File: src/link_bringup_state_sequencer_defines.svh
// Assertion macros shared by the sequencer RTL.
// Each macro expects signals named clk and arst_n in the enclosing scope.
`ifndef LINK_BRINGUP_STATE_SEQUENCER_DEFINES_SVH
`define LINK_BRINGUP_STATE_SEQUENCER_DEFINES_SVH

// Same-cycle implication, checked outside reset.
`define LBSS_ASSERT_NOW(lbl, ante, cons) \
	lbl: assert property (@(posedge clk) disable iff (!arst_n) (ante) |-> (cons)) \
		else $error("sequencer assertion failed");

// Next-cycle implication, checked outside reset.
`define LBSS_ASSERT_NEXT(lbl, ante, cons) \
	lbl: assert property (@(posedge clk) disable iff (!arst_n) (ante) |=> (cons)) \
		else $error("sequencer assertion failed");

`endif

File: src/lbss_pkg.sv
`timescale 1ns / 1ps
package lbss_pkg;

	localparam int CFG_W = 24;
	localparam int STATE_W = 4;
	localparam int EVENT_W = 4;
	localparam int CMD_W = 2;
	localparam int CFG_IDX_W = 2;
	localparam int TIMER_BITS_DEF = 24;

	localparam logic [CMD_W-1:0] CMD_EVENT = 2'd0;
	localparam logic [CMD_W-1:0] CMD_TICK = 2'd1;
	localparam logic [CMD_W-1:0] CMD_FORCE = 2'd2;

	localparam logic [CFG_IDX_W-1:0] REG_WIFI_TIMEOUT = 2'd0;
	localparam logic [CFG_IDX_W-1:0] REG_DHCP_TIMEOUT = 2'd1;
	localparam logic [CFG_IDX_W-1:0] REG_UDP_TIMEOUT = 2'd2;
	localparam logic [CFG_IDX_W-1:0] REG_PING_TIMEOUT = 2'd3;

	localparam logic [CFG_W-1:0] WIFI_TIMEOUT_RST = 24'd10000;
	localparam logic [CFG_W-1:0] DHCP_TIMEOUT_RST = 24'd10000;
	localparam logic [CFG_W-1:0] UDP_TIMEOUT_RST = 24'd5000;
	localparam logic [CFG_W-1:0] PING_TIMEOUT_RST = 24'd30000;

	localparam logic [STATE_W-1:0] ST_INIT = 4'd0;
	localparam logic [STATE_W-1:0] ST_WIFI_CONNECTING = 4'd1;
	localparam logic [STATE_W-1:0] ST_DHCP_REQUESTING = 4'd2;
	localparam logic [STATE_W-1:0] ST_UDP_STARTING = 4'd4;
	localparam logic [STATE_W-1:0] ST_OPERATIONAL = 4'd6;
	localparam logic [STATE_W-1:0] NUM_STATES = 4'd12;

	localparam logic [EVENT_W-1:0] EV_RECOVERY = 4'd14;

	typedef struct packed {
		logic [CMD_W-1:0] command;
		logic [EVENT_W-1:0] event_code;
		logic [STATE_W-1:0] forced_state;
	} lbss_in_t;

	typedef struct packed {
		logic [STATE_W-1:0] new_state;
		logic [STATE_W-1:0] prior_state;
		logic is_operational;
		logic transitioned;
		logic timed_out;
	} lbss_out_t;

	typedef struct packed {
		logic [CFG_W-1:0] wifi_timeout_ticks;
		logic [CFG_W-1:0] dhcp_timeout_ticks;
		logic [CFG_W-1:0] udp_timeout_ticks;
		logic [CFG_W-1:0] ping_timeout_ticks;
	} lbss_cfg_t;

	localparam logic [0:11][0:15][STATE_W-1:0] NEXT_TABLE = '{
		'{4'd1, 4'd0, 4'd0, 4'd0, 4'd0, 4'd0, 4'd0, 4'd0,
		  4'd0, 4'd0, 4'd0, 4'd0, 4'd0, 4'd0, 4'd0, 4'd0},
		'{4'd1, 4'd1, 4'd2, 4'd8, 4'd8, 4'd1, 4'd1, 4'd1,
		  4'd1, 4'd1, 4'd1, 4'd1, 4'd1, 4'd1, 4'd1, 4'd1},
		'{4'd2, 4'd2, 4'd2, 4'd8, 4'd2, 4'd3, 4'd9, 4'd2,
		  4'd2, 4'd2, 4'd2, 4'd2, 4'd2, 4'd2, 4'd2, 4'd2},
		'{4'd3, 4'd3, 4'd3, 4'd8, 4'd3, 4'd3, 4'd3, 4'd4,
		  4'd4, 4'd3, 4'd3, 4'd3, 4'd3, 4'd3, 4'd3, 4'd3},
		'{4'd4, 4'd4, 4'd4, 4'd8, 4'd4, 4'd4, 4'd4, 4'd4,
		  4'd4, 4'd5, 4'd10, 4'd4, 4'd4, 4'd4, 4'd4, 4'd4},
		'{4'd5, 4'd5, 4'd5, 4'd8, 4'd5, 4'd5, 4'd5, 4'd5,
		  4'd5, 4'd5, 4'd10, 4'd6, 4'd6, 4'd7, 4'd5, 4'd5},
		'{4'd6, 4'd6, 4'd6, 4'd8, 4'd6, 4'd6, 4'd6, 4'd6,
		  4'd6, 4'd6, 4'd10, 4'd6, 4'd6, 4'd7, 4'd6, 4'd6},
		'{4'd7, 4'd7, 4'd7, 4'd8, 4'd7, 4'd7, 4'd7, 4'd7,
		  4'd7, 4'd7, 4'd10, 4'd5, 4'd6, 4'd7, 4'd11, 4'd11},
		'{4'd8, 4'd1, 4'd2, 4'd8, 4'd8, 4'd8, 4'd8, 4'd8,
		  4'd8, 4'd8, 4'd8, 4'd8, 4'd8, 4'd8, 4'd11, 4'd11},
		'{4'd9, 4'd9, 4'd9, 4'd8, 4'd9, 4'd9, 4'd9, 4'd9,
		  4'd9, 4'd9, 4'd9, 4'd9, 4'd9, 4'd9, 4'd11, 4'd11},
		'{4'd10, 4'd10, 4'd10, 4'd8, 4'd10, 4'd10, 4'd10, 4'd10,
		  4'd10, 4'd10, 4'd10, 4'd10, 4'd10, 4'd10, 4'd11, 4'd11},
		'{4'd11, 4'd1, 4'd11, 4'd11, 4'd11, 4'd11, 4'd11, 4'd11,
		  4'd11, 4'd11, 4'd11, 4'd11, 4'd11, 4'd11, 4'd11, 4'd11}
	};

	function automatic logic [STATE_W-1:0] lbss_next_state(
		input logic [STATE_W-1:0] st,
		input logic [EVENT_W-1:0] ev
	);
		return NEXT_TABLE[st][ev];
	endfunction

endpackage

File: src/link_bringup_state_sequencer.sv
`timescale 1ns / 1ps
// Link bring-up sequencer with a command channel in and a result channel out.
// Each command transaction carries an event, a time tick or a forced state,
// and produces exactly one result transaction with the new state, the state
// before the last change, the operational flag and the transition and
// timeout marks. Timeout lengths are set through the write-only register
// port and are picked up when a timer is next loaded; write them only while
// no transaction is in flight.
// A command is registered on acceptance and resolved against the sequencer
// state when the input register advances, which loads the result register;
// the result register then offers the result. One command is taken per
// cycle unless cmd_stall holds it off: the state and timer update is
// computed combinationally from the registered state.
// When the receiver stalls, the result register holds its transaction and
// the input register keeps one more; cmd_stall rises only when both are full.
// Reset empties both registers, returns the sequencer to the init state
// with no timer running, and restores the default timeout registers.
module link_bringup_state_sequencer #(
	parameter int TIMER_BITS = lbss_pkg::TIMER_BITS_DEF
) (
	input logic clk,
	input logic arst_n,
	input logic cmd_valid,
	output logic cmd_stall,
	input lbss_pkg::lbss_in_t cmd_item,
	output logic res_valid,
	input logic res_stall,
	output lbss_pkg::lbss_out_t res_item,
	input logic cfg_we,
	input logic [lbss_pkg::CFG_IDX_W-1:0] cfg_index,
	input logic [lbss_pkg::CFG_W-1:0] cfg_data
);
	import lbss_pkg::*;

	`include "link_bringup_state_sequencer_defines.svh"

	lbss_cfg_t cfg;
	lbss_in_t item_s1;
	logic valid_s1;
	lbss_out_t result;
	lbss_out_t res_s2;
	logic valid_s2;
	logic advance;
	logic accept;

	assign advance = valid_s1 && (!valid_s2 || !res_stall);
	assign cmd_stall = valid_s1 && !advance;
	assign accept = cmd_valid && !cmd_stall;

	always_ff @(posedge clk or negedge arst_n) begin
		if (!arst_n) begin
			valid_s1 <= 1'b0;
			valid_s2 <= 1'b0;
		end else begin
			if (accept) begin
				valid_s1 <= 1'b1;
			end else if (advance) begin
				valid_s1 <= 1'b0;
			end
			if (advance) begin
				valid_s2 <= 1'b1;
			end else if (!res_stall) begin
				valid_s2 <= 1'b0;
			end
		end
	end

	always_ff @(posedge clk) begin
		if (accept) begin
			item_s1 <= cmd_item;
		end
		if (advance) begin
			res_s2 <= result;
		end
	end

	lbss_cfg u_cfg (
		.clk(clk),
		.arst_n(arst_n),
		.cfg_we(cfg_we),
		.cfg_index(cfg_index),
		.cfg_data(cfg_data),
		.cfg(cfg)
	);

	lbss_core #(
		.TIMER_BITS(TIMER_BITS)
	) u_core (
		.clk(clk),
		.arst_n(arst_n),
		.step(advance),
		.item(item_s1),
		.cfg(cfg),
		.result(result)
	);

	assign res_valid = valid_s2;
	assign res_item = res_s2;

	`LBSS_ASSERT_NOW(a_stall_when_full, valid_s1 && valid_s2 && res_stall, cmd_stall)
	`LBSS_ASSERT_NOW(a_oper_flag, valid_s2 && res_s2.is_operational,
		res_s2.new_state == ST_OPERATIONAL)
	`LBSS_ASSERT_NOW(a_moved_differs, valid_s2 && res_s2.transitioned,
		res_s2.new_state != res_s2.prior_state)
	`LBSS_ASSERT_NEXT(a_advance_fills, advance, valid_s2)

endmodule

File: src/lbss_cfg.sv
`timescale 1ns / 1ps
module lbss_cfg (
	input logic clk,
	input logic arst_n,
	input logic cfg_we,
	input logic [lbss_pkg::CFG_IDX_W-1:0] cfg_index,
	input logic [lbss_pkg::CFG_W-1:0] cfg_data,
	output lbss_pkg::lbss_cfg_t cfg
);
	import lbss_pkg::*;

	lbss_cfg_t cfg_q;

	always_ff @(posedge clk or negedge arst_n) begin
		if (!arst_n) begin
			cfg_q.wifi_timeout_ticks <= WIFI_TIMEOUT_RST;
			cfg_q.dhcp_timeout_ticks <= DHCP_TIMEOUT_RST;
			cfg_q.udp_timeout_ticks <= UDP_TIMEOUT_RST;
			cfg_q.ping_timeout_ticks <= PING_TIMEOUT_RST;
		end else if (cfg_we) begin
			unique case (cfg_index)
				REG_WIFI_TIMEOUT: cfg_q.wifi_timeout_ticks <= cfg_data;
				REG_DHCP_TIMEOUT: cfg_q.dhcp_timeout_ticks <= cfg_data;
				REG_UDP_TIMEOUT: cfg_q.udp_timeout_ticks <= cfg_data;
				REG_PING_TIMEOUT: cfg_q.ping_timeout_ticks <= cfg_data;
				default: cfg_q <= cfg_q;
			endcase
		end
	end

	assign cfg = cfg_q;

endmodule

File: src/lbss_core.sv
`timescale 1ns / 1ps
module lbss_core #(
	parameter int TIMER_BITS = lbss_pkg::TIMER_BITS_DEF
) (
	input logic clk,
	input logic arst_n,
	input logic step,
	input lbss_pkg::lbss_in_t item,
	input lbss_pkg::lbss_cfg_t cfg,
	output lbss_pkg::lbss_out_t result
);
	import lbss_pkg::*;

	logic [STATE_W-1:0] state_q;
	logic [STATE_W-1:0] before_q;
	logic oper_q;
	logic [TIMER_BITS-1:0] remain_q;
	logic running_q;

	logic [EVENT_W-1:0] ev_sel;
	logic [STATE_W-1:0] table_next;
	logic [STATE_W-1:0] target;
	logic request;
	logic expire;
	logic moved;
	logic [CFG_W-1:0] sel_cfg;
	logic [TIMER_BITS-1:0] load_val;

	logic [STATE_W-1:0] state_d;
	logic [STATE_W-1:0] before_d;
	logic oper_d;
	logic [TIMER_BITS-1:0] remain_d;
	logic running_d;

	assign ev_sel = (item.command == CMD_TICK) ? EV_RECOVERY : item.event_code;
	assign table_next = lbss_next_state(state_q, ev_sel);
	assign expire = (item.command == CMD_TICK) && running_q
		&& (remain_q[TIMER_BITS-1:1] == '0);

	always_comb begin
		request = 1'b0;
		target = table_next;
		unique case (item.command)
			CMD_EVENT: request = 1'b1;
			CMD_TICK: request = expire;
			CMD_FORCE: begin
				request = (item.forced_state < NUM_STATES);
				target = item.forced_state;
			end
			default: request = 1'b0;
		endcase
	end

	assign moved = request && (target != state_q);

	always_comb begin
		case (target)
			ST_WIFI_CONNECTING: sel_cfg = cfg.wifi_timeout_ticks;
			ST_DHCP_REQUESTING: sel_cfg = cfg.dhcp_timeout_ticks;
			ST_UDP_STARTING: sel_cfg = cfg.udp_timeout_ticks;
			ST_OPERATIONAL: sel_cfg = cfg.ping_timeout_ticks;
			default: sel_cfg = '0;
		endcase
	end

	generate
		if (TIMER_BITS >= CFG_W) begin : g_wide_timer
			assign load_val = TIMER_BITS'(sel_cfg);
		end else begin : g_narrow_timer
			assign load_val = (|sel_cfg[CFG_W-1:TIMER_BITS]) ? '1
				: sel_cfg[TIMER_BITS-1:0];
		end
	endgenerate

	always_comb begin
		state_d = state_q;
		before_d = before_q;
		oper_d = oper_q;
		remain_d = remain_q;
		running_d = running_q;
		if ((item.command == CMD_TICK) && running_q) begin
			if (expire) begin
				remain_d = '0;
				running_d = 1'b0;
			end else begin
				remain_d = remain_q - TIMER_BITS'(1);
			end
		end
		if (moved) begin
			before_d = state_q;
			state_d = target;
			oper_d = (target == ST_OPERATIONAL);
			remain_d = load_val;
			running_d = (load_val != '0);
		end
	end

	always_ff @(posedge clk or negedge arst_n) begin
		if (!arst_n) begin
			state_q <= ST_INIT;
			before_q <= ST_INIT;
			oper_q <= 1'b0;
			remain_q <= '0;
			running_q <= 1'b0;
		end else if (step) begin
			state_q <= state_d;
			before_q <= before_d;
			oper_q <= oper_d;
			remain_q <= remain_d;
			running_q <= running_d;
		end
	end

	assign result.new_state = state_d;
	assign result.prior_state = before_d;
	assign result.is_operational = oper_d;
	assign result.transitioned = moved;
	assign result.timed_out = expire;

endmodule
File: config.mk
export PLATFORM = sky130hd
export DESIGN_NAME = link_bringup_state_sequencer
export DESIGN_NICKNAME = d
export VERILOG_FILES = /design/src/lbss_pkg.sv /design/src/link_bringup_state_sequencer.sv /design/src/lbss_cfg.sv /design/src/lbss_core.sv
export VERILOG_INCLUDE_DIRS = /design/src /design/src/src
export SDC_FILE = /design/constraint.sdc
export NUM_CORES = 1
export LEC_CHECK = 0
export ABC_AREA = 1
export BUFFER_PORTS_ARGS = -buffer_cell sky130_fd_sc_hd__buf_2
export CORE_MARGIN = 2
export CORE_UTILIZATION = 40
export CTS_CLUSTER_DIAMETER = 200
export CTS_CLUSTER_SIZE = 10
export DETAILED_ROUTE_END_ITERATION = 7
export PLACE_DENSITY_LB_ADDON = 0.2
export SLEW_MARGIN = 20
export SYNTH_ARGS = -nofsm -noshare
export SYNTH_HDL_FRONTEND = slang
export SYNTH_SLANG_ARGS = --single-unit
File: constraint.sdc
create_clock -name clk -period 3.7 [get_ports clk]
set_clock_uncertainty 0.2 [all_clocks]
set_input_delay 0.185 -clock clk [delete_from_list [all_inputs] [get_ports clk]]
set_output_delay 0.185 -clock clk [all_outputs]
set_load 0.05 [all_outputs]
* Word-level counts from Yosys, hierarchy flattened
Memory sizes are Yosys's and may differ from the RTL's.
Index checks and enable logic that the tools add are counted.
** Word-level totals
- Register bits after elaboration :: 153
- Memory bits (read-only) :: 1024
- Bits of input ports :: 41
- Memories kept :: 1
** Operators by class
- Add/sub/neg operators :: 1
- Order comparisons :: 3
- Equal/unequal tests :: 11
- Muxes and demuxes :: 22
- Bitwise operators :: 2
- Reductions and logical operators :: 24
** Memories
- (no name shown) :: words 16, bits a word 64, read ports 1, clocked after memory_dff 0, wr ports 0, RTL line lbss_pkg.sv:86 : return NEXT_TABLE[st][ev];
** Operator list (number)
- two-way mux 64 bit :: 2
- case mux 24 bit (4 select lines) :: 1
- two-way mux 24 bit :: 3
- two-way mux 4 bit :: 6
- nonzero test 24 bit :: 1
- subtractor 24 x 1 -> 24 bit (second input constant) :: 1
- logical NOT 23 bit :: 1
- binary-select mux 4 bit (select 4 bit) :: 1
- >= comparator 5 bit (second input constant) :: 2
- NOT 4 -> 5 bit :: 2
- AND reduction 2 bit :: 5
- == test 4 x 3 -> 1 bit (second input constant) :: 2
- two-way mux 1 bit :: 8
- == test 2 bit (second input constant) :: 3
- logical AND 1 bit :: 6
- nonzero test 2 bit :: 3
- == test 2 x 1 -> 1 bit (second input constant) :: 2
- == test 4 x 1 -> 1 bit (second input constant) :: 1
- == test 4 x 2 -> 1 bit (second input constant) :: 1
- logical NOT 1 bit :: 4
- logical NOT 2 bit :: 2
- less-than comparator 4 bit (second input constant) :: 1
- != test 4 bit :: 1
- case mux 1 bit (3 select lines) :: 1
- other kinds (3) :: 3

* Depth between registers and ports, before layout
Gate-level depths: netlist of run 1.
- Word-level depth :: 12
- Depth in mapped cells :: 26
- Mapped depth without buffers :: 24

* Cells and area by module
Synthesis of run 1 repeated with hierarchy kept, for this count alone.
** Second synthesis, totals
- Cells, all modules :: 1232
- Area total of the unflattened synthesis :: 9275.1 µm²
** Modules (own cells, without submodules)
- lbss_core :: times used 1, cells each 771, area each 4449.3 µm², sequential area each 850.8 µm²
- lbss_cfg :: times used 1, cells each 428, area each 4100.2 µm², sequential area each 2429.8 µm²
- link_bringup_state_sequencer :: times used 1, cells each 33, area each 725.7 µm², sequential area each 680.7 µm²

* Worst setup path after synthesis of run 1
No wires, ideal clock.
- Path kind :: flip-flop to flip-flop
- From :: register u_core.state_q[0]
- To :: register res_s2 (netlist bit res_item[7]), data pin
- Library setup time :: 0.261 ns
- Arrival :: 2.475 ns
- Data required time :: 3.239 ns
- Path slack :: 0.764 ns
- Stages on the path, launching flop included :: 19
- Clock period less this slack :: 2.936 ns
- Path through :: dfrtp_1 -> clkinv_1 -> ha_1 -> inv_1 -> nand3_1 -> nor2_1 -> nor2_1 -> nand2_1 -> nand3_1 -> nand2_1 -> nand2_2 -> xor2_1 -> a21oi_1 -> nand4_1 -> nand2_2 -> buf_2 -> inv_1 -> nand2_1 -> o21ai_1
** RTL lines
- from (decl) :: RTL line lbss_core.sv:14 : logic [STATE_W-1:0] state_q;
- from (signal assigned) :: RTL line lbss_core.sv:106 : state_q <= state_d;
- to (signal assigned) :: RTL line link_bringup_state_sequencer.sv:73 : res_s2 <= result;
- to (decl) :: RTL line link_bringup_state_sequencer.sv:41 : lbss_out_t res_s2;

* Worst setup path after layout of run 1
- From :: register item_s1[8] (netlist bit)
- To :: register u_core.running_q
** Between the ends
- Longest elaborated chain between the ends :: 11
- Elaborated cells between the ends (all ways) :: 24
- Those cells by class :: eq/ne (7); mux (8); bitwise (1); reduce/logical (8)
** RTL lines
- from (decl) :: RTL line link_bringup_state_sequencer.sv:38 : lbss_in_t item_s1;
- from (signal assigned) :: RTL line link_bringup_state_sequencer.sv:70 : item_s1 <= cmd_item;
- == test 2 x 1 -> 1 bit
- two-way mux 4 bit :: RTL line lbss_core.sv:35 : assign ev_sel = (item.command == CMD_TICK) ? EV_RECOVERY : item.event_code;
- NOT 4 -> 5 bit (implied by the code) :: RTL line lbss_pkg.sv:86
- binary-select mux 4 bit (select 4 bit) :: RTL line lbss_pkg.sv:86
- two-way mux 4 bit (implied by the code) (2 in series) :: RTL line lbss_pkg.sv:86
- two-way mux 4 bit :: RTL line lbss_core.sv:43 : unique case (item.command)
- == test 4 x 3 -> 1 bit, or another cell as far along :: RTL line lbss_core.sv:57 : case (target)
- case mux 24 bit (4 select lines) / logical AND 1 bit (equally long branches) :: RTL line lbss_core.sv:57, lbss_core.sv:54
- nonzero test 24 bit / nonzero test 2 bit (equally long branches)
- two-way mux 1 bit / AND reduction 3 bit (equally long branches)
- to (signal assigned) :: RTL line lbss_core.sv:110 : running_q <= running_d;
- to (decl) :: RTL line lbss_core.sv:18 : logic running_q;
Parallel ways exist; a longest one is shown, timed or not. The select of a mux whose other input is x is not followed.
A chain may end at the register's enable or synchronous reset.

==> results of run 1 <==
[how the worst min path moves through the flow]
stage	end	startpoint	slack, ns
final	u_cfg.cfg[24]$_DFFE_PN0P_	arst_n	0.15
after detailed placement	u_cfg.cfg[72]$_DFFE_PN0P_	arst_n	0.07
after global routing	u_cfg.cfg[52]$_DFFE_PN1P_	cfg_we	0.20
after floorplan	res_valid$_DFFE_PN0P_	arst_n	-0.31
after CTS	u_cfg.cfg[56]$_DFFE_PN1P_	cfg_we	0.15
after global placement	u_cfg.cfg[74]$_DFFE_PN0P_	arst_n	0.07
[worst max-delay path: stages, from the launching register on]
cell and delay (ns):
edfxtp_1 0.46, nand2_4 0.16, nand2_4 0.16, inv_2 0.29, nand2_1 0.12, inv_1 0.06
nand2_1 0.06, nand3_1 0.08, nand3_1 0.11, nand3_2 0.10, nand2_2 0.21, buf_12 0.26
nand3_1 0.09, o21ai_0 0.09, nor2_1 0.34, nand4_1 0.13, nor2_1 0.17, nand2_1 0.07
nand2_1 0.05, nand2_1 0.04
[Yosys cell counts, drive strengths merged (2+ instances only)]
cell	instances
nand2	375
o21ai	157
dfrtp	110
inv	99
nand3	90
nor2	81
buf	34
nand4	33
clkbuf	23
o22ai	23
dfstp	22
edfxtp	21
xor2	16
a21oi	13
ha	9
nor3	5
xnor2	5
nor4	3
clkinv	2
o211ai	2
or2	2
[metal layers]
metal  up-vias  GRT usage (%)
met2       216           34.2
met4         0           7.22
li1       3836              -
met1      3592           29.9
met3        33           3.48
met5         -              0
[power by group through the flow]
stage | registers [mW] | clock network (mW) | logic (mW)
detailed placement | 2.39 | 0 | 2.65
finish | 2.37 | 1.85 | 2.73
floorplan | 2.43 | 0 | 1.87
CTS | 2.36 | 1.88 | 2.69
global placement | 2.38 | 0 | 2.65
global route | 2.41 | 1.94 | 3.05
[state kept, by name, summed over array words and instances (netlist names), 4 cells and up]
register and count:
u_core.before_q 4, u_cfg.cfg 96, u_core.remain_q 24, u_core.state_q 4
item_s1 10, res_item 11
[cell families after synthesis]
| logic type | share of synthesized area (%) |
|---|---|
| buffers and inverters | 7.94 |
| and+or+nand+nor | 29.8 |
| xor gates and xnor gates | 2.16 |
| DFF | 46.5 |
| adders and majority gates | 1.32 |
| AOI/OAI and AO/OA | 12.2 |
[layout make-up]
cell class,count,area (um^2)
Inverter,101,379
Sequential cell,153,3960
Fill cell,2105,10900
Multi-Input combinational cell,816,3890
Timing Repair Buffer,115,892
Tap cell,275,344
Clock buffer,22,497
Clock inverter,10,128
[layout by cell type, fill, tap and decap left out, types with 5 or more instances in the layout]
master and count:
nand4_1 33, buf_2 52, inv_2 11, o21ai_1 28, nand3_1 87, nand2_1 362, edfxtp_1 21, clkbuf_16 19
nand2_2 10, xnor2_1 5, o22ai_1 23, dlygate4sd3_1 37, a21oi_1 12, ha_1 9, nor2_1 70, dfrtp_1 109
o21ai_0 129, dfstp_2 22, inv_1 89, xor2_1 16, buf_12 5, nor3_1 5, nor2_2 6, buf_4 20
[timing repair]
item | in CTS | in global routing
endpoints found under the hold margin | 180 | 0
buffers inserted | 0 | 0
hold buffers | 37 | 0
resized for setup | 0 | 6
endpoints found under the setup margin | 0 | 12
==> metrics.md, run 1 <==
| Metric | Value |
|---|---|
| Worst R2R End | u_core.running_q$_DFFE_PN0P_ |
| Crit end category | flop |
| Startpoint Class | flop |
| Final-report setup violation count | 0 |
| GRT Total Usage | a little over a fifth |
| DPL Wire Length | 15.2 mm |
| Clk Latency, worst-skew pair | 0.43 ns |
| Synthesized area | 8510 um^2 |
| Port bufs | 53 |
| Internal power | 4.13 mW |
| Number of buffers created by CTS | 17 |
| LEAKAGE | 4.89 nW |
| Syn nets | 1177 |
| F_max | ~300 MHz |
| Fin Setup TNS | 0 ns |
| Final Wtd Congestion | 0.940 |
| R2R Setup Slk | 0.31 ns |
| Worst hold path type | input pin to asynchronous set/reset pin |
| Core ar. | roughly 21000 um^2 |
| Vias in the first global route | ~7.3k |
| Clock transition at path regs | about 0.070 ns |
| Vias per inst | 5.15 |
| Worst-Margin Slew | around 0.9 ns |
| Synth top area cells | dfrtp_1, nand2_1, o21ai_0, edfxtp_1, dfstp_2 |
| TritonCTS clock tree | yes |
| DRC Markers | 0 |
| Antenna Nets Post-Route | 0 |
| Post-layout min period | around 3.4 ns |
| Largest net degree at the start of global routing | between 70 and 80 |
| Total Die Area | between 20000 and 25000 um^2 |
| Core Util, Final | 48.2% |
| Part of the power in the clock network | 26.6% |
| GRT overflow | 0 |
| NumNets Final | about 1.3k |
| DR top layer | met4 |
| CTS sink count | about 150 |
| Worst VDD drop | around 0.36 mV |
| DR vias | 7677 |
| Area Overhead vs Synth | 18.6% |
| Initial antenna violation count | 0 |
| Met2 wire length | 10.6 mm |
| Post-synthesis sequential area ratio | 46.5% |
| Die Ht | 150 um |
| Count of pins over their slew limit | 0 |
| PD cells | 688 nW/um^2 |
| Slack of the critical path | 0.310 ns |
| Layout cell share with drive strength beyond 1 | between 10% and 20% |
| Async SR Flop Fraction | between 80 and 90% |
| Initial DRC count | roughly 650 |
| Post-synth top area cell | dfrtp_1 |
| First-pass GRT wire length | roughly 38 mm |
| Distinct cells, synth | 35 |
| FP Rows | 53 |
| Gate power share | 39.3% |
| Met1 wire length | 11.1 mm |
| Met3 Wirelength | 1.12 mm |
| Drt pass-1 iters | 5 |
| Status | finished clean |
| H-tree lvl count | 4 |
| Sw frac | 40.6% |
| Final Hold Vio Count | 0 |
| Synthesized instance count | approximately 1.1k |
| Post-Layout Cell Count | 1492 |
| Wirelength, routed | between 20 and 25 mm |
| Type of the worst setup path | flop to flop |
| CP startpoint | item_s1[8]$_DFFE_PP_ |
| Net Sw Power | 2.82 mW |
| Clk buf depth | 2 |
| Worst Reg-to-Reg Cells | 19 |
| Syn avg cell area | 7.55 um^2 |
| Die width | 150 um |
| ANT cells | 0 |
| Critical path data required time | about 3.8 ns |
| Ports | 54 |
| Reg-to-reg startpoint | item_s1[8]$_DFFE_PP_ |
| Yosys reg bits | ~150 |
| Initial Util | 40.6% |
| Placed Cells incl. Taps | 1423 |
| Post-synth EDFFs | 21 |
| Final Power | 6.95 mW |
| Post-Place Worst Slack | between 0.05 and 0.06 ns |
| WP data arrival | 3.52 ns |
| Root buf cell | clkbuf_16 |
| Worst Hold Slack | 0.146 ns |
| Final period util | 91.6% |
| Final instance area | 10100 um^2 |
| Placed inst area | between 9000 and 10000 um^2 |
| Slew HR | about two fifths |
| Ys Warns | 0 |
| Max-cap violations | 0 |
| CP Max Fanout | 32 |
| Sequential fraction of design power | 34.1% |
| Top FF cell, synth | dfrtp_1 |
| Worst setup path endpoint | u_core.running_q$_DFFE_PN0P_ |
| RSZ-0062 raised after global routing | no |
| Yosys top cell area share | between 30% and 40% |
| Average routed wire per standard cell | 15.5 um |
No activity file was read; power rests on OpenSTA's default activity.
==> run 2: changes to the inputs <==
SYNTH_HIERARCHICAL = 1   (was default)
==> metrics.md, run 2 <==
| Metric | Value |
|---|---|
| Gr busiest metal | met2 |
| Largest net degree at the start of global routing | 107 (+45%) |
| PD cells | 664 nW/um^2 (-3.6%) |
| Worst-Margin Slew | 1.00 ns (+0.104 ns) |
| Final Hold Vio Count | 0 (unchanged) |
| Worst VDD drop | 0.380 mV (+4.2%) |
| Most common cell in the netlist | nand2_1 |
| Fin Setup TNS | 0 ns (unchanged) |
| GRT met2 Usage | 37.0% (+2.8 points) |
| Final period util | 90.8% (-0.84 points) |
| Post-layout min period | 3.36 ns (-0.0311 ns) |
| Layout cell share with drive strength beyond 1 | 14.7% (+0.55 points) |
| Die Ht | 156 um (+4.3%) |
| Port bufs | 53 (unchanged) |
| Syn avg cell area | 7.53 um^2 (-0.31%) |
| Async SR Flop Fraction | 86.3% (unchanged) |
| Slew HR | 33.1% (-6.7 points) |
| Crit path max-delay family | simple AND/OR/NAND/NOR gates |
| Number of buffers created by CTS | 17 (unchanged) |
| NumNets Final | 1351 (+7.7%) |
| Worst hold path type | input pin to flop |
| Final-report setup violation count | 0 (unchanged) |
| Initial DRC count | 788 (+22%) |
| RSZ-0062 raised after global routing | no |
| Commonest non-fill, non-tap cell in the layout | nand2_1 |
| ANT cells | 0 (unchanged) |
| Synthesized instance count | 1232 (+9.3%) |
| Reg-to-reg startpoint | u_core/state_q[1]$_DFFE_PN0P_ |
| WP data arrival | 3.47 ns (-0.05 ns) |
| GR Util met3 | 3.66% (+0.18 points) |
| DRC Markers | 0 (unchanged) |
| First-pass GRT wire length | 45.2 mm (+19%) |
| Worst Min Path Start | cfg_index[1] |
| Die width | 156 um (+4.3%) |
| Crit end category | flop |
| CTS sink count | 153 (unchanged) |
| CP max stage delay | 0.42 ns (-0.04 ns) |
| Drt pass-1 iters | 6 (+1) |
| Post-Place Worst Slack | 0.235 ns (+0.179 ns) |
| Met1 Use GR | 33.3% (+3.4 points) |
| Root buf cell | clkbuf_16 |
| Slack of the critical path | 0.341 ns (+0.0311 ns) |
| Antenna Nets Post-Route | 0 (unchanged) |
| FP Rows | 55 (+3.8%) |
| Buffer and inverter count on the worst path | 3 (unchanged) |
| DPL Wire Length | 17.7 mm (+17%) |
| Clock transition at path regs | 0.07 ns (about the same) |
| TritonCTS clock tree | yes |
| H-tree lvl count | 4 (unchanged) |
| Crit-path most repeated cell | nand2_1 |
| LEAKAGE | 5.30 nW (+8.3%) |
| F_max | 298 MHz (+0.93%) |
| Clk buf depth | 2 (unchanged) |
| Yosys top cell area share | 29.7% (-2.7 points) |
| Max FFs per register | 96 (unchanged) |
| CP Max Fanout | 45 (+41%) |
| Vias in the first global route | 8400 (+15%) |
| Post-synthesis sequential area ratio | 42.7% (-3.8 points) |
| Vias per inst | 5.46 (+6.1%) |
| CP startpoint | u_core/state_q[1]$_DFFE_PN0P_ |
| Yosys reg bits | 153 (unchanged) |
| Ports | 54 (unchanged) |
| Status | finished clean |
| Most frequent cells in the layout | nand2_1, nand3_1, nand4_1 |
| Top FF cell, synth | dfrtp_1 |
| Top post-synthesis cells by count | nand2_1, nand3_1, nand4_1 |
| Type of the worst setup path | flop to flop |
| Total Die Area | 24400 um^2 (+8.7%) |
| Worst path cell trace | buf_4 -> ha_1 -> inv_1 -> nand2_1 -> nand3_1 -> nand2_1 -> nand2_1 -> nand3_1 -> nand3_1 -> nand2_1 -> nand2_1 -> nand2_1 -> nor2_4 -> buf_12 -> nand3_1 -> nand2_1 -> nor2_1 -> nand2_1 -> nor2_1 -> nand2_1 -> nor2_1 -> nand2_1 -> nand2_1 -> nand2_1 |
| Ys Warns | 6 (+6) |
| Initial antenna violation count | 0 (unchanged) |
| Worst path slowest cell | dfrtp_1 |
| Count of pins over their slew limit | 0 (unchanged) |
| GRT Total Usage | 23.3% (+1.8 points) |
| Initial Util | 40.8% (+0.23 points) |
| Clk Latency, worst-skew pair | 0.43 ns (about the same) |
| Distinct cells, synth | 34 (-2.9%) |
| Wirelength, routed | 27.4 mm (+18%) |
| DR vias | 8731 (+14%) |
| Core Util, Final | 46.9% (-1.3 points) |
| Max-cap violations | 0 (unchanged) |
| Average routed wire per standard cell | 17.1 um (+10%) |
| Syn nets | 1282 (+8.9%) |
| Final Wtd Congestion | 0.923 (-1.8%) |
| GRT overflow | 0 (unchanged) |
| Post-synth EDFFs | 21 (unchanged) |
| Post-synth top area cell | dfrtp_1 |
| Synthesized area | 9280 um^2 (+9.0%) |
| Area Overhead vs Synth | 14.8% |
| Critical path data required time | 3.81 ns (-0.02 ns) |
| Startpoint Class | flop |
| Synth top area cells | dfrtp_1, nand2_1, nand4_1, nand3_1, edfxtp_1 |
| Core ar. | 22700 um^2 (+8.4%) |
-- run 2: changes by cell type in the layout (fill, tap and decap cells not counted), moves of 4 or more --
cell / before / now
o21ai_0: 129 / 31
xnor2_1: 5 / 0
o21ai_1: 28 / 20
o22ai_1: 23 / 15
buf_4: 20 / 36
nand3_1: 87 / 134
nand2_2: 10 / 6
nand2_1: 362 / 442
nand2_4: 3 / 8
a21oi_1: 12 / 28
nand4_1: 33 / 119
inv_1: 89 / 58
-- run 2: where the power goes --
| part | switching, mW | total, mW | internal (mW) | leakage, nW |
|---|---|---|---|---|
| clock network | 0.711 | 1.65 | 0.942 | 0.260 |
| logic | 2.02 | 3.04 | 1.02 | 3.21 |
| registers | 0.268 | 2.38 | 2.11 | 1.83 |
| total | 3.00 | 7.07 | 4.07 | 5.30 |
-- run 2: routing by layer --
metal,share of wire (%),vias to the layer above
li1,-,4261
met1,47,4147
met2,46,284
met3,5.9,39
met4,1.6,0
met5,0,-
-- run 2: worst register-to-register path: cells and delay by family, from the launching register on --
family	cells	cell delay (ns)
adder cells (fa/ha/maj)	1	0.22
buffers and inverters	3	0.43
flip-flops	1	0.42
AND/OR/NAND/NOR	20	2.00
-- run 2: repair_timing --
item,in CTS,in global routing
hold buffers,38,0
endpoints found under the hold margin,200,0
setup endpoints to repair,0,23
gates resized for setup,0,7
setup buffers,0,2
-- run 2: per-stage QoR --
step                hold slack (ns)  power (mW)  cells  cell area, um^2
floorplan                    -0.311        4.50   1232             9280
global placement              0.163        5.35   1527             9670
finish                       0.0789        7.07   1599            10600
CTS                          0.0616        7.04   1597            10600
global route                 0.0988        7.59   1599            10600
detailed placement            0.163        5.33   1527             9670
-- run 2: final timing paths --
check / endpoint / slack, ns / cells after the start
setup / recovery: u_core/running_q$_DFFE_PN0P_ / 0.34 / 24
hold / removal: u_cfg/cfg[21]$_DFFE_PN0P_ / 0.08 / 3
setup reg to reg: u_core/running_q$_DFFE_PN0P_ / 0.34 / 24
hold reg to reg: u_cfg/cfg[31]$_DFFE_PN1P_ / 0.26 / 2
max in group asynchronous: u_cfg/cfg[76]$_DFFE_PN1P_ / 2.02 / 3
min in group asynchronous: u_cfg/cfg[20]$_DFFE_PN0P_ / 0.27 / 2
-- run 2: cell families after synthesis --
group,Yosys count,share of synthesized area (%)
compound gates,97,5.61
buf+inv,152,9.40
flops,153,42.7
fa+ha+maj,9,1.21
simple gates,805,39.6
xor+xnor,16,1.51
-- run 2: area by class of cell --
type | instances | area (um^2)
tap | 285 | 357
timing repair buffer | 133 | 1040
clock inverter | 11 | 98.8
sequential | 153 | 3960
multi-input combinational | 927 | 4480
inverter | 69 | 259
fill | 2309 | 12100
clock buffer | 21 | 450
==> run 3: changes to the inputs <==
clock period = 4.3 ns   (was 3.7 ns; I/O delays follow)
==> metrics.md, run 3 (synthesized netlist as in run 2, its figures left out) <==
| Metric | Value |
|---|---|
| Drt pass-1 iters | 7 (+1) |
| CTS sink count | 153 (unchanged) |
| Critical path data required time | 4.42 ns (+0.61 ns) |
| Worst-Margin Slew | 0.735 ns (-0.269 ns) |
| Slew HR | 51.0% (+18 points) |
| Port bufs | 53 (unchanged) |
| Die width | 156 um (unchanged) |
| Final Wtd Congestion | 0.907 (-1.8%) |
| FP Rows | 55 (unchanged) |
| Fin Setup TNS | 0 ns (unchanged) |
| DPL Wire Length | 17.0 mm (-4.2%) |
| Largest net degree at the start of global routing | 105 (-1.9%) |
| Post-CTS Resized | 0 (unchanged) |
| GRT overflow | 0 (unchanged) |
| GRT Total Usage | 22.7% (-0.59 points) |
| Post-CTS Setup Bufs | 0 (unchanged) |
| Final period util | 90.0% (-0.81 points) |
| F_max | 258 MHz (-13%) |
| DR vias | 8700 (-0.36%) |
| Ports | 54 (unchanged) |
| Vias per inst | 5.51 (+0.91%) |
| Number of buffers created by CTS | 17 (unchanged) |
| PD cells | 577 nW/um^2 (-13%) |
| Root buf cell | clkbuf_16 |
| TritonCTS clock tree | yes |
| First-pass GRT wire length | 43.6 mm (-3.5%) |
| Crit end category | flop |
| Clock transition at path regs | 0.07 ns (about the same) |
| Status | finished clean |
| Count of pins over their slew limit | 0 (unchanged) |
| Initial Util | 40.8% (unchanged) |
| Total Die Area | 24400 um^2 (unchanged) |
| Type of the worst setup path | flop to flop |
| Clk Latency, worst-skew pair | 0.43 ns (about the same) |
| RSZ-0062 raised after global routing | no |
| Layout cell share with drive strength beyond 1 | 13.1% (-1.6 points) |
| Area Overhead vs Synth | 13.5% |
| Commonest non-fill, non-tap cell in the layout | nand2_1 |
| Initial DRC count | 715 (-9.3%) |
| ANT cells | 0 (unchanged) |
| WP data arrival | 3.98 ns (+0.51 ns) |
| Max FFs per register | 96 (unchanged) |
| Average routed wire per standard cell | 17.2 um (+0.31%) |
| Vias in the first global route | 8036 (-4.3%) |
| Most frequent cells in the layout | nand2_1, nand3_1, nand4_1 |
| Worst VDD drop | 0.292 mV (-23%) |
| H-tree lvl count | 4 (unchanged) |
| Die Ht | 156 um (unchanged) |
| NumNets Final | 1331 (-1.5%) |
| Initial antenna violation count | 0 (unchanged) |
| Worst Hold Slack | 0.0204 ns (-0.0586 ns) |
| Final Hold Vio Count | 0 (unchanged) |
| Worst Reg-to-Reg Cells | 25 (+4.2%) |
| Post-layout min period | 3.87 ns (+0.510 ns) |
| Max-cap violations | 0 (unchanged) |
| Wirelength, routed | 27.1 mm (-0.95%) |
| Core ar. | 22700 um^2 (unchanged) |
| Antenna Nets Post-Route | 0 (unchanged) |
| Worst hold path type | input pin to asynchronous set/reset pin |
| Final-report setup violation count | 0 (unchanged) |
| LEAKAGE | 5.23 nW (-1.3%) |
| CP Max Fanout | 21 (-53%) |
| DRC Markers | 0 (unchanged) |
| Startpoint Class | flop |
| Clk buf depth | 2 (unchanged) |
-- run 3: cell count changes in the layout (fill, tap and decap cells not counted), sizes merged --
cell | previous run | this run
buf | 95 | 75
clkbuf | 21 | 24
clkinvlp | 4 | 2
inv | 71 | 70
-- run 3: per-stage QoR --
step / utilization (%) / setup WS (ns) / instances / instance area (um^2) / power, mW
after floorplan: - / 1.33 / 1232 / 9280 / 3.88
after global routing: 46.4 / 0.124 / 1579 / 10500 / 6.49
final: 46.4 / 0.431 / 1579 / 10500 / 6.07
after detailed placement: 41.9 / 0.510 / 1508 / 9510 / 4.49
after CTS: 46.2 / 0.492 / 1578 / 10500 / 6.06
after global placement: 41.9 / 0.464 / 1508 / 9510 / 4.49
-- run 3: final cells by class --
class                           count  area (um^2)
Fill cell                        2280        12200
Multi-Input combinational cell    927         4460
Sequential cell                   153         3960
Timing Repair Buffer              113          887
Clock buffer                       24          524
Tap cell                          285          357
Inverter                           69          259
Clock inverter                      8         81.3
-- run 3: final timing paths --
| kind | end | from | slack (ns) |
|---|---|---|---|
| setup / recovery | u_core/running_q$_DFFE_PN0P_ | u_core/state_q[0]$_DFFE_PN0P_ | 0.43 |
| hold / removal | u_cfg/cfg[20]$_DFFE_PN0P_ | arst_n | 0.02 |
| setup reg to reg | u_core/running_q$_DFFE_PN0P_ | u_core/state_q[0]$_DFFE_PN0P_ | 0.43 |
| hold reg to reg | u_cfg/cfg[27]$_DFFE_PN1P_ | u_cfg/cfg[27]$_DFFE_PN1P_ | 0.26 |
| max in group asynchronous | u_cfg/cfg[14]$_DFFE_PN1P_ | arst_n | 3.13 |
| min in group clk | u_cfg/cfg[14]$_DFFE_PN1P_ | cfg_index[0] | 0.15 |
-- run 3: where the power goes --
group	switching [mW]	internal [mW]	total (mW)
Combinational	1.68	0.781	2.46
Clock	0.620	0.915	1.53
Sequential	0.258	1.81	2.07
-- run 3: per-layer routing --
layer  share of wire (%)  GRT usage (%)
met1                  46           32.2
met2                  47           36.7
met5                   0              0
met4                 1.4           6.51
met3                 5.6           2.69
-- run 3: timing repair --
| action | in CTS | in global routing |
|---|---|---|
| endpoints found under the hold margin | 192 | 0 |
| hold buffers | 38 | 0 |
| setup endpoints to repair | 0 | 0 |
-- run 3: critical path, cell delays in order (launching register included) --
cell and delay, ns:
dfrtp_1 0.61, inv_1 0.32, ha_1 0.32, inv_1 0.11
nand2_1 0.09, nand2_1 0.08, inv_1 0.04, nand2_1 0.04
nand3_1 0.07, nand3_1 0.10, nand3_1 0.13, nand2_1 0.15
nand2_1 0.06, nand2_1 0.14, nor2_4 0.14, buf_12 0.19
nand3_1 0.07, nand2_1 0.06, nor2_1 0.31, nand2_1 0.09
nor2_1 0.12, nand2_1 0.06, nor2_1 0.08, nand2_1 0.07
nand2_1 0.05, nand2_1 0.04
